### src/sv/dsvw_pkg.sv
// Shared types, constants and small lookup functions for the date text checker.
// No dependencies; imported by every module of the block.
`default_nettype none

package dsvw_pkg;

  localparam int QUEUE_DEPTH_DEF = 2;

  localparam logic [7:0] CHAR_NUL   = 8'h00;
  localparam logic [7:0] CHAR_DOT   = 8'h2E;
  localparam logic [7:0] CHAR_PLUS  = 8'h2B;
  localparam logic [7:0] CHAR_MINUS = 8'h2D;
  localparam logic [7:0] CHAR_SPACE = 8'h20;
  localparam logic [7:0] CHAR_TAB   = 8'h09;
  localparam logic [7:0] CHAR_CR    = 8'h0D;
  localparam logic [7:0] CHAR_ZERO  = 8'h30;
  localparam logic [7:0] CHAR_NINE  = 8'h39;

  localparam logic [15:0] ACCUM_MAX = 16'hFFFF;
  localparam logic [15:0] YEAR_MAX  = 16'd9999;
  localparam logic [15:0] MONTH_MAX = 16'd12;
  localparam logic [15:0] DAY_MAX   = 16'd31;

  // floor(x * 2^19 / 100) rounded up; exact for x below 10000
  localparam logic [12:0] RECIP_100 = 13'd5243;
  // floor(x * 2^18 / 7) rounded up; exact for x below about 40000
  localparam logic [15:0] RECIP_7   = 16'd37450;

  typedef enum logic [1:0] {
    FLD_DAY   = 2'd0,
    FLD_MONTH = 2'd1,
    FLD_YEAR  = 2'd2
  } field_t;

  typedef enum logic [1:0] {
    PH_SKIP = 2'd0,
    PH_NUM  = 2'd1,
    PH_STOP = 2'd2
  } phase_t;

  // one parsed string, handed from the scanner to the checker
  typedef struct packed {
    logic        pre_ok;
    logic [15:0] day;
    logic [15:0] month;
    logic [15:0] year;
  } rec_t;

  // (3 * (mm + 1)) / 5 for the shifted month 3..14
  function automatic logic [3:0] month_term(input logic [3:0] mm);
    logic [3:0] t;
    unique case (mm)
      4'd3:    t = 4'd2;
      4'd4:    t = 4'd3;
      4'd5:    t = 4'd3;
      4'd6:    t = 4'd4;
      4'd7:    t = 4'd4;
      4'd8:    t = 4'd5;
      4'd9:    t = 4'd6;
      4'd10:   t = 4'd6;
      4'd11:   t = 4'd7;
      4'd12:   t = 4'd7;
      4'd13:   t = 4'd8;
      4'd14:   t = 4'd9;
      default: t = 4'd0;
    endcase
    return t;
  endfunction

  function automatic logic [4:0] month_len(input logic [3:0] m, input logic leap);
    logic [4:0] n;
    unique case (m)
      4'd2:                         n = leap ? 5'd29 : 5'd28;
      4'd4, 4'd6, 4'd9, 4'd11:      n = 5'd30;
      default:                      n = 5'd31;
    endcase
    return n;
  endfunction

endpackage

`default_nettype wire

### src/sv/dsvw_if.sv
// Handshake interfaces for the character stream and the result stream.
// Depends on nothing; used by the top level and its drivers.
`default_nettype none

interface dsvw_char_if;
  logic       valid;
  logic       ready;
  logic [7:0] char_code;

  modport source (output valid, output char_code, input ready);
  modport sink   (input valid, input char_code, output ready);
endinterface

interface dsvw_result_if;
  logic        valid;
  logic        ready;
  logic        date_ok;
  logic [4:0]  day_value;
  logic [3:0]  month_value;
  logic [13:0] year_value;
  logic [2:0]  weekday;

  modport source (output valid, output date_ok, output day_value, output month_value,
                  output year_value, output weekday, input ready);
  modport sink   (input valid, input date_ok, input day_value, input month_value,
                  input year_value, input weekday, output ready);
endinterface

`default_nettype wire

### src/sv/dsvw_scan.sv
// Front end: scans one character per cycle while the queue has room into the
// three field accumulators, queuing a record on the terminator. Uses dsvw_pkg.
`default_nettype none

module dsvw_scan
  import dsvw_pkg::*;
(
  input  wire logic       clk,
  input  wire logic       rst,
  input  wire logic       in_valid,
  output logic            in_ready,
  input  wire logic [7:0] char_code,
  output logic            push_valid,
  input  wire logic       push_ready,
  output rec_t            push_rec
);

  field_t      field_number, field_number_next;
  phase_t      scan_phase, scan_phase_next;
  logic        minus_seen, minus_seen_next;
  logic [15:0] day_accum, day_accum_next;
  logic [15:0] month_accum, month_accum_next;
  logic [15:0] year_accum, year_accum_next;
  logic [2:0]  sign_flags, sign_flags_next;

  logic        take;
  logic        is_term, is_dot, is_blank, is_sign, is_digit;
  logic [15:0] acc_cur, acc_new;
  logic [19:0] acc_mul;
  logic        year_neg;

  assign in_ready = push_ready;
  assign take     = in_valid && push_ready;

  assign is_term  = (char_code == CHAR_NUL);
  assign is_dot   = (char_code == CHAR_DOT) && (field_number != FLD_YEAR);
  assign is_blank = (char_code == CHAR_SPACE) ||
                    ((char_code >= CHAR_TAB) && (char_code <= CHAR_CR));
  assign is_sign  = (char_code == CHAR_PLUS) || (char_code == CHAR_MINUS);
  assign is_digit = (char_code >= CHAR_ZERO) && (char_code <= CHAR_NINE);

  always_comb begin
    unique case (field_number)
      FLD_DAY:   acc_cur = day_accum;
      FLD_MONTH: acc_cur = month_accum;
      default:   acc_cur = year_accum;
    endcase
  end

  // acc * 10 + digit, saturating
  assign acc_mul = {acc_cur, 3'b000} + {3'b000, acc_cur, 1'b0} +
                   {12'd0, char_code - CHAR_ZERO};
  assign acc_new = (acc_mul > {4'd0, ACCUM_MAX}) ? ACCUM_MAX : acc_mul[15:0];

  assign year_neg   = sign_flags[2] || ((field_number == FLD_YEAR) && minus_seen);
  assign push_valid = in_valid && is_term;

  always_comb begin
    push_rec.pre_ok = (field_number == FLD_YEAR) && !sign_flags[0] && !sign_flags[1] &&
                      !(year_neg && (year_accum != 16'd0));
    push_rec.day    = day_accum;
    push_rec.month  = month_accum;
    push_rec.year   = year_accum;
  end

  always_comb begin
    field_number_next = field_number;
    scan_phase_next   = scan_phase;
    minus_seen_next   = minus_seen;
    day_accum_next    = day_accum;
    month_accum_next  = month_accum;
    year_accum_next   = year_accum;
    sign_flags_next   = sign_flags;
    if (take) begin
      priority if (is_term) begin
        field_number_next = FLD_DAY;
        scan_phase_next   = PH_SKIP;
        minus_seen_next   = 1'b0;
        day_accum_next    = '0;
        month_accum_next  = '0;
        year_accum_next   = '0;
        sign_flags_next   = '0;
      end else if (is_dot) begin
        if (field_number == FLD_DAY) begin
          sign_flags_next[0] = sign_flags[0] | minus_seen;
          field_number_next  = FLD_MONTH;
        end else begin
          sign_flags_next[1] = sign_flags[1] | minus_seen;
          field_number_next  = FLD_YEAR;
        end
        scan_phase_next = PH_SKIP;
        minus_seen_next = 1'b0;
      end else if ((scan_phase == PH_SKIP) && is_blank) begin
        scan_phase_next = PH_SKIP;
      end else if ((scan_phase == PH_SKIP) && is_sign) begin
        minus_seen_next = (char_code == CHAR_MINUS);
        scan_phase_next = PH_NUM;
      end else if (scan_phase != PH_STOP) begin
        if (is_digit) begin
          scan_phase_next = PH_NUM;
          unique case (field_number)
            FLD_DAY:   day_accum_next   = acc_new;
            FLD_MONTH: month_accum_next = acc_new;
            default:   year_accum_next  = acc_new;
          endcase
        end else begin
          scan_phase_next = PH_STOP;
        end
      end
    end
  end

  always_ff @(posedge clk) begin
    if (rst) begin
      field_number <= FLD_DAY;
      scan_phase   <= PH_SKIP;
      minus_seen   <= 1'b0;
      day_accum    <= '0;
      month_accum  <= '0;
      year_accum   <= '0;
      sign_flags   <= '0;
    end else begin
      field_number <= field_number_next;
      scan_phase   <= scan_phase_next;
      minus_seen   <= minus_seen_next;
      day_accum    <= day_accum_next;
      month_accum  <= month_accum_next;
      year_accum   <= year_accum_next;
      sign_flags   <= sign_flags_next;
    end
  end

endmodule

`default_nettype wire

### src/sv/dsvw_queue.sv
// Short record queue between scanner and checker, so each side stalls on its own.
// Uses rec_t from dsvw_pkg. DEPTH must be 2 or more.
`default_nettype none

module dsvw_queue
  import dsvw_pkg::*;
#(
  parameter int DEPTH = QUEUE_DEPTH_DEF
) (
  input  wire logic clk,
  input  wire logic rst,
  input  wire logic push_valid,
  output logic      push_ready,
  input  rec_t      push_rec,
  output logic      pop_valid,
  input  wire logic pop_ready,
  output rec_t      pop_rec
);

  localparam int PtrW = $clog2(DEPTH);
  localparam int CntW = $clog2(DEPTH + 1);

  rec_t            slots [DEPTH];
  logic [PtrW-1:0] wr_ptr, rd_ptr;
  logic [CntW-1:0] count;
  logic            do_push, do_pop;

  assign push_ready = (count != CntW'(DEPTH));
  assign pop_valid  = (count != '0);
  assign pop_rec    = slots[rd_ptr];
  assign do_push    = push_valid && push_ready;
  assign do_pop     = pop_valid && pop_ready;

  always_ff @(posedge clk) begin
    if (do_push) begin
      slots[wr_ptr] <= push_rec;
    end
  end

  always_ff @(posedge clk) begin
    if (rst) begin
      wr_ptr <= '0;
      rd_ptr <= '0;
      count  <= '0;
    end else begin
      if (do_push) begin
        wr_ptr <= (wr_ptr == PtrW'(DEPTH - 1)) ? '0 : wr_ptr + 1'b1;
      end
      if (do_pop) begin
        rd_ptr <= (rd_ptr == PtrW'(DEPTH - 1)) ? '0 : rd_ptr + 1'b1;
      end
      priority if (do_push && !do_pop) begin
        count <= count + 1'b1;
      end else if (do_pop && !do_push) begin
        count <= count - 1'b1;
      end
    end
  end

endmodule

`default_nettype wire

### src/sv/dsvw_check.sv
// Back end: three-stage pipeline that range-checks a record, applies the leap
// year rule and works out the weekday. Uses dsvw_pkg.
`default_nettype none

module dsvw_check
  import dsvw_pkg::*;
(
  input  wire logic   clk,
  input  wire logic   rst,
  input  wire logic   pop_valid,
  output logic        pop_ready,
  input  rec_t        pop_rec,
  output logic        out_valid,
  input  wire logic   out_ready,
  output logic        date_ok,
  output logic [4:0]  day_value,
  output logic [3:0]  month_value,
  output logic [13:0] year_value,
  output logic [2:0]  weekday
);

  logic        adv;
  logic        v1, v2;

  // stage 1
  logic        ok1, borrow1, neg1;
  logic [4:0]  d1;
  logic [3:0]  m1;
  logic [13:0] y1, yy1;
  logic [6:0]  qy1, qyy1;
  logic [13:0] y_tr, yy_c;
  logic        borrow_c;
  logic [26:0] prod_y, prod_yy;

  // stage 2
  logic        ok2;
  logic [4:0]  d2;
  logic [3:0]  m2;
  logic [13:0] y2;
  logic [15:0] h2;
  logic [13:0] q7_2;
  logic [3:0]  mm_c;
  logic [13:0] rem100;
  logic        leap_c;
  logic [15:0] h_c;
  logic [31:0] prod_h;

  logic [15:0] r_c;

  assign adv       = !out_valid || out_ready;
  assign pop_ready = adv;

  assign y_tr     = pop_rec.year[13:0];
  assign borrow_c = (pop_rec.month[3:0] < 4'd3);
  assign yy_c     = (borrow_c && (y_tr != '0)) ? y_tr - 1'b1 : y_tr;
  assign prod_y   = {13'd0, y_tr} * {14'd0, RECIP_100};
  assign prod_yy  = {13'd0, yy_c} * {14'd0, RECIP_100};

  always_ff @(posedge clk) begin
    if (adv) begin
      ok1 <= pop_rec.pre_ok && (pop_rec.day != '0) && (pop_rec.day <= DAY_MAX) &&
             (pop_rec.month != '0) && (pop_rec.month <= MONTH_MAX) &&
             (pop_rec.year <= YEAR_MAX);
      d1      <= pop_rec.day[4:0];
      m1      <= pop_rec.month[3:0];
      y1      <= y_tr;
      yy1     <= yy_c;
      borrow1 <= borrow_c;
      // year zero in January or February stands for year minus one
      neg1    <= borrow_c && (y_tr == '0);
      qy1     <= prod_y[25:19];
      qyy1    <= prod_yy[25:19];
    end
  end

  assign rem100 = y1 - 14'(qy1) * 14'd100;
  assign leap_c = ((y1[1:0] == 2'b00) && (rem100 != '0)) ||
                  ((rem100 == '0) && (qy1[1:0] == 2'b00));
  assign mm_c   = borrow1 ? m1 + 4'd12 : m1;
  assign h_c    = 16'(d1) + {11'd0, mm_c, 1'b0} + 16'(month_term(mm_c)) + 16'(yy1) -
                  16'(neg1) + 16'(yy1[13:2]) - 16'(qyy1) + 16'(qyy1[6:2]);
  assign prod_h = h_c * RECIP_7;

  always_ff @(posedge clk) begin
    if (adv) begin
      ok2  <= ok1 && (d1 <= month_len(m1, leap_c));
      d2   <= d1;
      m2   <= m1;
      y2   <= y1;
      h2   <= h_c;
      q7_2 <= prod_h[31:18];
    end
  end

  assign r_c = h2 - 16'(q7_2) * 16'd7;

  always_ff @(posedge clk) begin
    if (adv) begin
      date_ok     <= ok2;
      day_value   <= ok2 ? d2 : '0;
      month_value <= ok2 ? m2 : '0;
      year_value  <= ok2 ? y2 : '0;
      weekday     <= ok2 ? r_c[2:0] : '0;
    end
  end

  always_ff @(posedge clk) begin
    if (rst) begin
      v1        <= 1'b0;
      v2        <= 1'b0;
      out_valid <= 1'b0;
    end else if (adv) begin
      v1        <= pop_valid;
      v2        <= v1;
      out_valid <= v2;
    end
  end

endmodule

`default_nettype wire

### src/sv/date_string_validate_weekday.sv
// Date text checker: one character per cycle in, one result per terminator out.
// The record lands in the queue on the terminator's accepting edge and then
// passes the three check stages before the result is valid.
// Throughput: one character every cycle; the check pipeline and the queue take a
// record per cycle, so input stalls only when the result side holds back.
// Reset (rst, synchronous) clears the scanner state, queue pointers and stage valids.
`default_nettype none

module date_string_validate_weekday
  import dsvw_pkg::*;
#(
  parameter int QUEUE_DEPTH = QUEUE_DEPTH_DEF
) (
  input  wire logic     clk,
  input  wire logic     rst,
  dsvw_char_if.sink     text,
  dsvw_result_if.source result
);

  logic push_valid, push_ready, pop_valid, pop_ready;
  rec_t push_rec, pop_rec;

  dsvw_scan u_scan (
    .clk        (clk),
    .rst        (rst),
    .in_valid   (text.valid),
    .in_ready   (text.ready),
    .char_code  (text.char_code),
    .push_valid (push_valid),
    .push_ready (push_ready),
    .push_rec   (push_rec)
  );

  dsvw_queue #(.DEPTH(QUEUE_DEPTH)) u_queue (
    .clk        (clk),
    .rst        (rst),
    .push_valid (push_valid),
    .push_ready (push_ready),
    .push_rec   (push_rec),
    .pop_valid  (pop_valid),
    .pop_ready  (pop_ready),
    .pop_rec    (pop_rec)
  );

  dsvw_check u_check (
    .clk         (clk),
    .rst         (rst),
    .pop_valid   (pop_valid),
    .pop_ready   (pop_ready),
    .pop_rec     (pop_rec),
    .out_valid   (result.valid),
    .out_ready   (result.ready),
    .date_ok     (result.date_ok),
    .day_value   (result.day_value),
    .month_value (result.month_value),
    .year_value  (result.year_value),
    .weekday     (result.weekday)
  );

endmodule

`default_nettype wire
### src/flat_wrapper.sv
// flat-port wrapper written by rule: the top's interface ports become plain ports
module date_string_validate_weekday_flat import dsvw_pkg::*;
#(
  parameter int QUEUE_DEPTH = QUEUE_DEPTH_DEF
)
  (clk, rst, text_valid, text_char_code, text_ready, result_valid, result_date_ok, result_day_value, result_month_value, result_year_value, result_weekday, result_ready);
  dsvw_char_if text_i ();
  dsvw_result_if result_i ();
  input  wire logic clk;
  input  wire logic rst;
  input wire logic [$bits(text_i.valid)-1:0] text_valid;
  input wire logic [$bits(text_i.char_code)-1:0] text_char_code;
  output wire logic [$bits(text_i.ready)-1:0] text_ready;
  output wire logic [$bits(result_i.valid)-1:0] result_valid;
  output wire logic [$bits(result_i.date_ok)-1:0] result_date_ok;
  output wire logic [$bits(result_i.day_value)-1:0] result_day_value;
  output wire logic [$bits(result_i.month_value)-1:0] result_month_value;
  output wire logic [$bits(result_i.year_value)-1:0] result_year_value;
  output wire logic [$bits(result_i.weekday)-1:0] result_weekday;
  input wire logic [$bits(result_i.ready)-1:0] result_ready;
  assign text_i.valid = text_valid;
  assign text_i.char_code = text_char_code;
  assign text_ready = text_i.ready;
  assign result_valid = result_i.valid;
  assign result_date_ok = result_i.date_ok;
  assign result_day_value = result_i.day_value;
  assign result_month_value = result_i.month_value;
  assign result_year_value = result_i.year_value;
  assign result_weekday = result_i.weekday;
  assign result_i.ready = result_ready;
  date_string_validate_weekday #(.QUEUE_DEPTH(QUEUE_DEPTH)) u_core (.clk(clk), .rst(rst), .text(text_i), .result(result_i));
endmodule
### config.mk
export PLATFORM = sky130hd
export DESIGN_NAME = date_string_validate_weekday_flat
export DESIGN_NICKNAME = d
export VERILOG_FILES = /design/src/sv/dsvw_pkg.sv /design/src/sv/dsvw_if.sv /design/src/sv/dsvw_scan.sv /design/src/sv/dsvw_queue.sv /design/src/sv/dsvw_check.sv /design/src/sv/date_string_validate_weekday.sv /design/src/flat_wrapper.sv
export SDC_FILE = /design/constraint.sdc
export NUM_CORES = 1
export LEC_CHECK = 0
export BUFFER_PORTS_ARGS = -buffer_cell sky130_fd_sc_hd__buf_2
export CAP_MARGIN = 30
export CORE_UTILIZATION = 58
export CTS_BUF_LIST = sky130_fd_sc_hd__clkbuf_4
export CTS_CLUSTER_SIZE = 25
export DETAILED_ROUTE_END_ITERATION = 16
export HOLD_SLACK_MARGIN = 0.02
export PLACE_DENSITY_LB_ADDON = 0.15
export SLEW_MARGIN = 20
export SYNTH_ARGS = -nofsm -noshare
export SYNTH_HDL_FRONTEND = slang
export SYNTH_HIERARCHICAL = 1
export SYNTH_SLANG_ARGS = --single-unit
export TNS_END_PERCENT = 30
### constraint.sdc
create_clock -name clk -period 9.1 [get_ports clk]
set_input_delay 0 -clock clk [delete_from_list [all_inputs] [get_ports clk]]
set_output_delay 0 -clock clk [all_outputs]
set_load 0.01 [all_outputs]
# Word-level counts from Yosys, hierarchy flattened
# Memories as Yosys holds them, arrays and structs flattened. A register that Yosys moved wholly into a read port is not among the register bits.
# Cells that the tools add are included.
# word_totals
reg_bits	184
ram_bits	98
romBits	64
word_cells	211
n_memories	2
out_inout_bits	29
# op_classes
add_sub_neg	18
bitwise	2
muxes	53
n_eq_ne	20
mul	5
n_reduce_logical	67
magnitude_cmp	10
# memory_table
name	words	width	rd	rd_ports_with_merged_regs	write_ports	line	text
u_core.u_queue.slots	2	49	1	1	1	dsvw_queue.sv:23	rec_t slots [DEPTH];
(no name shown)	16	4	1	0	0	dsvw_pkg.sv:52	unique case (mm)
# ops
op	n
16-bit 2-to-1 mux	22
14-bit by 13-bit multiplier with 26-bit output, second input constant	2
16-bit nonzero test	3
8-bit by 6-bit equality test with 1-bit output, second input constant	4
16-bit one-hot mux with 2 select lines	1
16-bit by 15-bit multiplier with 31-bit output, second input constant	1
14-bit logical NOT	2
14-bit nonzero test	2
1-bit logical AND	26
2-bit 2-to-1 mux	13
7-bit AND reduction	3
19-bit by 17-bit adder with 20-bit output	1
20-bit by 8-bit adder with 20-bit output	1
20-bit by 16-bit greater-than comparator with 1-bit output, second input constant	1
16-bit by 12-bit adder with 16-bit output	1
16-bit by 5-bit adder with 16-bit output	1
16-bit by 14-bit less-or-equal comparator with 1-bit output, second input constant	1
16-bit by 4-bit less-or-equal comparator with 1-bit output, second input constant	1
16-bit by 5-bit less-or-equal comparator with 1-bit output, second input constant	1
15-bit by 1-bit subtractor with 16-bit output	1
16-bit by 7-bit subtractor with 16-bit output	1
7-bit by 14-bit adder with 15-bit output	1
14-bit by 3-bit multiplier with 3-bit output, second input constant	1
14-bit 2-to-1 mux	1
other kinds (41)	83

# Logic depth before layout (Yosys ltp)
# logic_depth
depth_word	13
depth_mapped	39

# Hierarchy
# The synthesis kept the hierarchy.
# modules_own_cells
mod	area_per_inst_um2	cells_each	n_inst	seq_area_each_um2
dsvw_check	15606.2	1429	1	3393.3
dsvw_scan	3963.8	412	1	1101.1
dsvw_queue	3751.1	176	1	3042.9

# Worst setup path after synthesis
# Ideal clock, no wire load.
# synth_path
path_type	flip-flop to flip-flop
from	register u_core.u_check.m1[2]
to	register u_core.u_check.q7_2[2] (data pin)
path_stages_with_launch	35
setup_ns	0.265
period_less_slack_ns	9.405
n_path_buf	0
arrival_ns	9.140
path_slack_ns	-0.305
path_cell_list	edfxtp_1 -> xnor2_1 -> inv_1 -> ha_1 -> xnor2_1 -> fa_1 -> fa_1 -> fa_1 -> fa_1 -> ha_1 -> a21oi_1 -> o21a_1 -> o21ai_0 -> a31oi_1 -> o21bai_1 -> a31oi_1 -> o21bai_1 -> a21oi_1 -> xnor2_1 -> ha_1 -> ha_1 -> ha_1 -> fa_1 -> fa_1 -> inv_1 -> fa_1 -> inv_1 -> ha_1 -> a21o_1 -> a21oi_1 -> or4b_4 -> a31oi_2 -> xnor2_1 -> xnor2_2 -> xnor2_1
# synth_via
elab_chain_cells	10
elab_cells_between_ends	11
classes_between	add/sub (8); mul (1); mux (1); memory (1)
# synth_lines
element	line	text
start: declaration	dsvw_check.sv:28	logic [3:0] m1;
start signal: assignment	dsvw_check.sv:65	m1 <= pop_rec.month[3:0];
4-bit adder	dsvw_check.sv:79	assign mm_c = borrow1 ? m1 + 4'd12 : m1;
4-bit 2-to-1 mux (*)	dsvw_check.sv:79	
memory 16 x 4 bit or 5-bit by 5-bit adder with 6-bit output (tied branches)	n/a	
6-bit by 4-bit adder with 7-bit output (*)	dsvw_check.sv:80	assign h_c = 16'(d1) + {11'd0, mm_c, 1'b0} + 16'(month_term(mm_c)) + 16'(yy1) -
7-bit by 14-bit adder with 15-bit output (*)	dsvw_check.sv:80	
15-bit by 1-bit subtractor with 16-bit output (*)	dsvw_check.sv:80	
16-bit by 12-bit adder with 16-bit output (*)	dsvw_check.sv:81	16'(neg1) + 16'(yy1[13:2]) - 16'(qyy1) + 16'(qyy1[6:2]);
16-bit by 7-bit subtractor with 16-bit output (*)	dsvw_check.sv:81	
16-bit by 5-bit adder with 16-bit output (*)	dsvw_check.sv:81	
16-bit by 15-bit multiplier with 31-bit output (*)	dsvw_check.sv:82	assign prod_h = h_c * RECIP_7;
via u_core.u_check.prod_h[20]	dsvw_check.sv:46	logic [31:0] prod_h;
end signal: assignment	dsvw_check.sv:91	q7_2 <= prod_h[31:18];
end: declaration	dsvw_check.sv:41	logic [13:0] q7_2;
# Mark *: on every way through the listed nets, which the timed path passes. The rest lies on a longest branch.
# A chain may end at the register's enable or synchronous reset.

# Worst setup path after layout
# Same ends and word-level chain as after synthesis.

==> results.json <==
{
  "fmax_mhz": 110.0,
  "period_share": 0.9994,
  "fin_hold_ws_ns": 0.06306,
  "grt_max_degree": 67,
  "yosysWarnings": 6,
  "seq_area_frac_synth": 0.3232,
  "synth_compound_area_frac": 0.08268,
  "dieArea_mm2": 0.04101,
  "min_period_ns": 9.094,
  "drt_iter0_drc": 588,
  "initial_core_util": 0.5870,
  "root_buffer": "clkbuf_4",
  "status": "finished, final reports clean",
  "synthTopCellsByArea": "edfxtp_1 27%, ha_1 22%, fa_1 16%",
  "die_h_um": 202.5,
  "synth.area.mux_share": 0.03375,
  "numPortBuffers": 40,
  "crit_arrival_ns": 9.58,
  "io_pins": 41,
  "yosys.area.top_type": "edfxtp_1",
  "synth_edf_count": 209,
  "core_mm2": 0.03973,
  "synth_top_family_by_area": "adder cells",
  "synthCells": 2017,
  "track_usage": 0.2349,
  "synth_xor_area_frac": 0.03444,
  "grt_pass1_vias": 15620,
  "fin_cells": 2775,
  "slowest_stage": "fa_1",
  "cp_max_fo": 3,
  "vias_per_cell": 5.395,
  "grt_pass1_wl_um": 76520,
  "dp_hpwl_um": 36860,
  "yosys.cell_types.count": 93,
  "netlist.area_leader.share": 0.2691,
  "wire_per_inst_um": 16.82,
  "drc": 0,
  "ys_ff_latch": 272,
  "setup_tns_ns": 0,
  "cap_violations": 0,
  "placed_cells": 2606,
  "gr-total-overflow": 0,
  "post-route-util": 0.6613,
  "layout-drive-gt1-share": 0.1812,
  "synth-simple-area-share": 0.07393,
  "die_w_um": 202.5,
  "final_hold_viol_count": 0,
  "num_rows": 73,
  "wirelength_um": 46680,
  "hp-class": "input pin to flop",
  "drt_first_pass_iters": 5,
  "synth_fa_ha_area_frac": 0.3778,
  "path_clk_slew_ns": 0.06,
  "avgSynthCellArea_um2": 11.56,
  "nNetsFinal": 2793,
  "antenna_found_initial": 3,
  "antenna_left": 0,
  "worst_slew_pin_slew_ns": 0.9788,
  "crit_family": "adder cells",
  "syn2layout_area_growth_pct": 12.66,
  "setup_viol": 0,
  "grt_setup_unrepaired": "true",
  "cp_num_buf_inv": 6,
  "dr_total_vias": 14970,
  "syn_area_mm2": 0.02332,
  "critical_path_class": "flop to flop",
  "insertion_delay_ns": 0.74,
  "finClkSkew_ns": 0.03885,
  "gp_congestion": 0.8644,
  "slew_headroom": 0.3428,
  "synthFlopType": "edfxtp_1",
  "clk_path_buf_depth": 3,
  "cpPeakStageDelay_ns": 0.58,
  "cts-htree-levels": 3,
  "synth_nets": 2621,
  "async_flop_share": 0,
  "path_common_cell": "fa_1",
  "critPathRequiredTime_ns": 9.59,
  "cts_buffers": 74,
  "slew_violations": 0,
  "start_kind": "flop",
  "cts_tree": "yes",
  "crit_path_end_kind": "flop",
  "cts_sinks": 272
}
layout make-up:
type                            instances  area [µm²]
Antenna cell                            4       10.01
Clock buffer                          105       788.3
Clock inverter                         28       183.9
Fill cell                            3122       13460
Inverter                              406        1524
Multi-Input combinational cell       1310       14670
Sequential cell                       272        7538
Tap cell                              525       656.9
Timing Repair Buffer                  125       902.1
layout by cell type, fill, tap and decap left out, drive strengths merged, types with 21 or more instances in the layout:
master     n
dfxtp     63
a21oi     55
nor4      25
clkbuf   105
clkinv    23
nor2      66
xor2      21
fa       187
and2      34
edfxtp   209
mux2      50
ha       405
mux2i     22
xnor2     69
o2bb2ai   39
nand2     64
inv      407
buf      109
o21ai     52
Yosys cell counts, drive strengths merged, types with 3 or more instances:
master and n:
inv 406, ha 405, edfxtp 209, fa 187, xnor2 69, nor2 66
nand2 64, dfxtp 63, a21oi 55, o21ai 52, mux2 50, o2bb2ai 39
and2 34, nor4 25, buf 22, mux2i 22, xor2 21, nand3 18
a21o 17, nand4 17, o21a 17, nor3 16, and3 12, a22o 11
a31oi 9, or3 9, a211oi 8, o21bai 8, clkbuf 7, nor2b 7
a2111oi 6, nand2b 5, nand3b 5, o2111ai 5, o211ai 4, o31ai 4
a21boi 3, a221oi 3, nor3b 3, or2 3, or4 3
metrics by stage:
| step | cell area (µm²) | worst slack (ns) |
|---|---|---|
| 2_1_floorplan | 23400 | 0.001137 |
| 3_3_place_gp | 24460 | -0.07930 |
| 3_5_place_dp | 24490 | -0.2837 |
| 4_1_cts | 25850 | 0.008050 |
| 5_1_grt | 26270 | -0.3464 |
| 6_report | 26270 | 0.005764 |
cell families after synthesis:
logic type | Yosys count
flip-flops | 272
buffers and inverters | 435
adder cells (fa/ha/maj) | 592
XOR/XNOR | 90
multiplexers | 72
AO/OA/AOI/OAI | 260
AND/OR/NAND/NOR | 296
sequential cells by signal (all words and copies together), names as in the netlist, 4 cells and up, named ones only:
name,count
u_core/u_check/year_value,14
u_core/u_check/month_value,4
u_core/u_check/y2,14
u_core/u_check/y1,14
u_core/u_scan/year_accum,16
u_core/u_check/d1,5
u_core/u_scan/day_accum,16
u_core/u_check/qy1,7
u_core/u_check/m2,4
u_core/u_check/d2,5
u_core/u_check/day_value,5
u_core/u_check/qyy1,7
u_core/u_check/m1,4
u_core/u_scan/month_accum,16
u_core/u_check/yy1,14
u_core/u_queue/slots,98
what timing repair did:
action | CTS | global route
setup endpoints to repair | 1 | 2
resized for setup | 29 | 46
hold endpoints to repair | 27 | 0
pin swaps | 28 | 61
hold buffers | 16 | 0
buffers inserted | 7 | 9
tightest hold or removal path: stages:
cell      delay (ns)
buf_2           0.08
nand2b_4        0.51
a21oi_1         0.15
path summary, 6_finish.rpt:
| kind | slack [ns] | from | end | depth (start not counted) |
|---|---|---|---|---|
| max | 0.006 | u_core/u_check/m1[2] | u_core/u_check/q7_2[2] | 36 |
| min | 0.06 | result_ready | u_core/u_check/out_valid | 3 |
| max reg2reg | 0.006 | u_core/u_check/m1[2] | u_core/u_check/q7_2[2] | 36 |
| min reg2reg | 0.45 | u_core/u_check/v2 | u_core/u_check/out_valid | 2 |
layer usage:
metal	global-route usage	wire length (µm)	vias to the layer above	part of all wire
met5	0	0	-	0
met4	0.07062	922	0	0.020
met3	0.03772	1514	63	0.032
met2	0.4152	23870	247	0.51
met1	0.2951	20370	7351	0.44
li1	-	-	7311	-
Power is left out: the tool's default activity adds up to more than one toggle a clock period on the data nets, which glitch-free logic cannot reach.
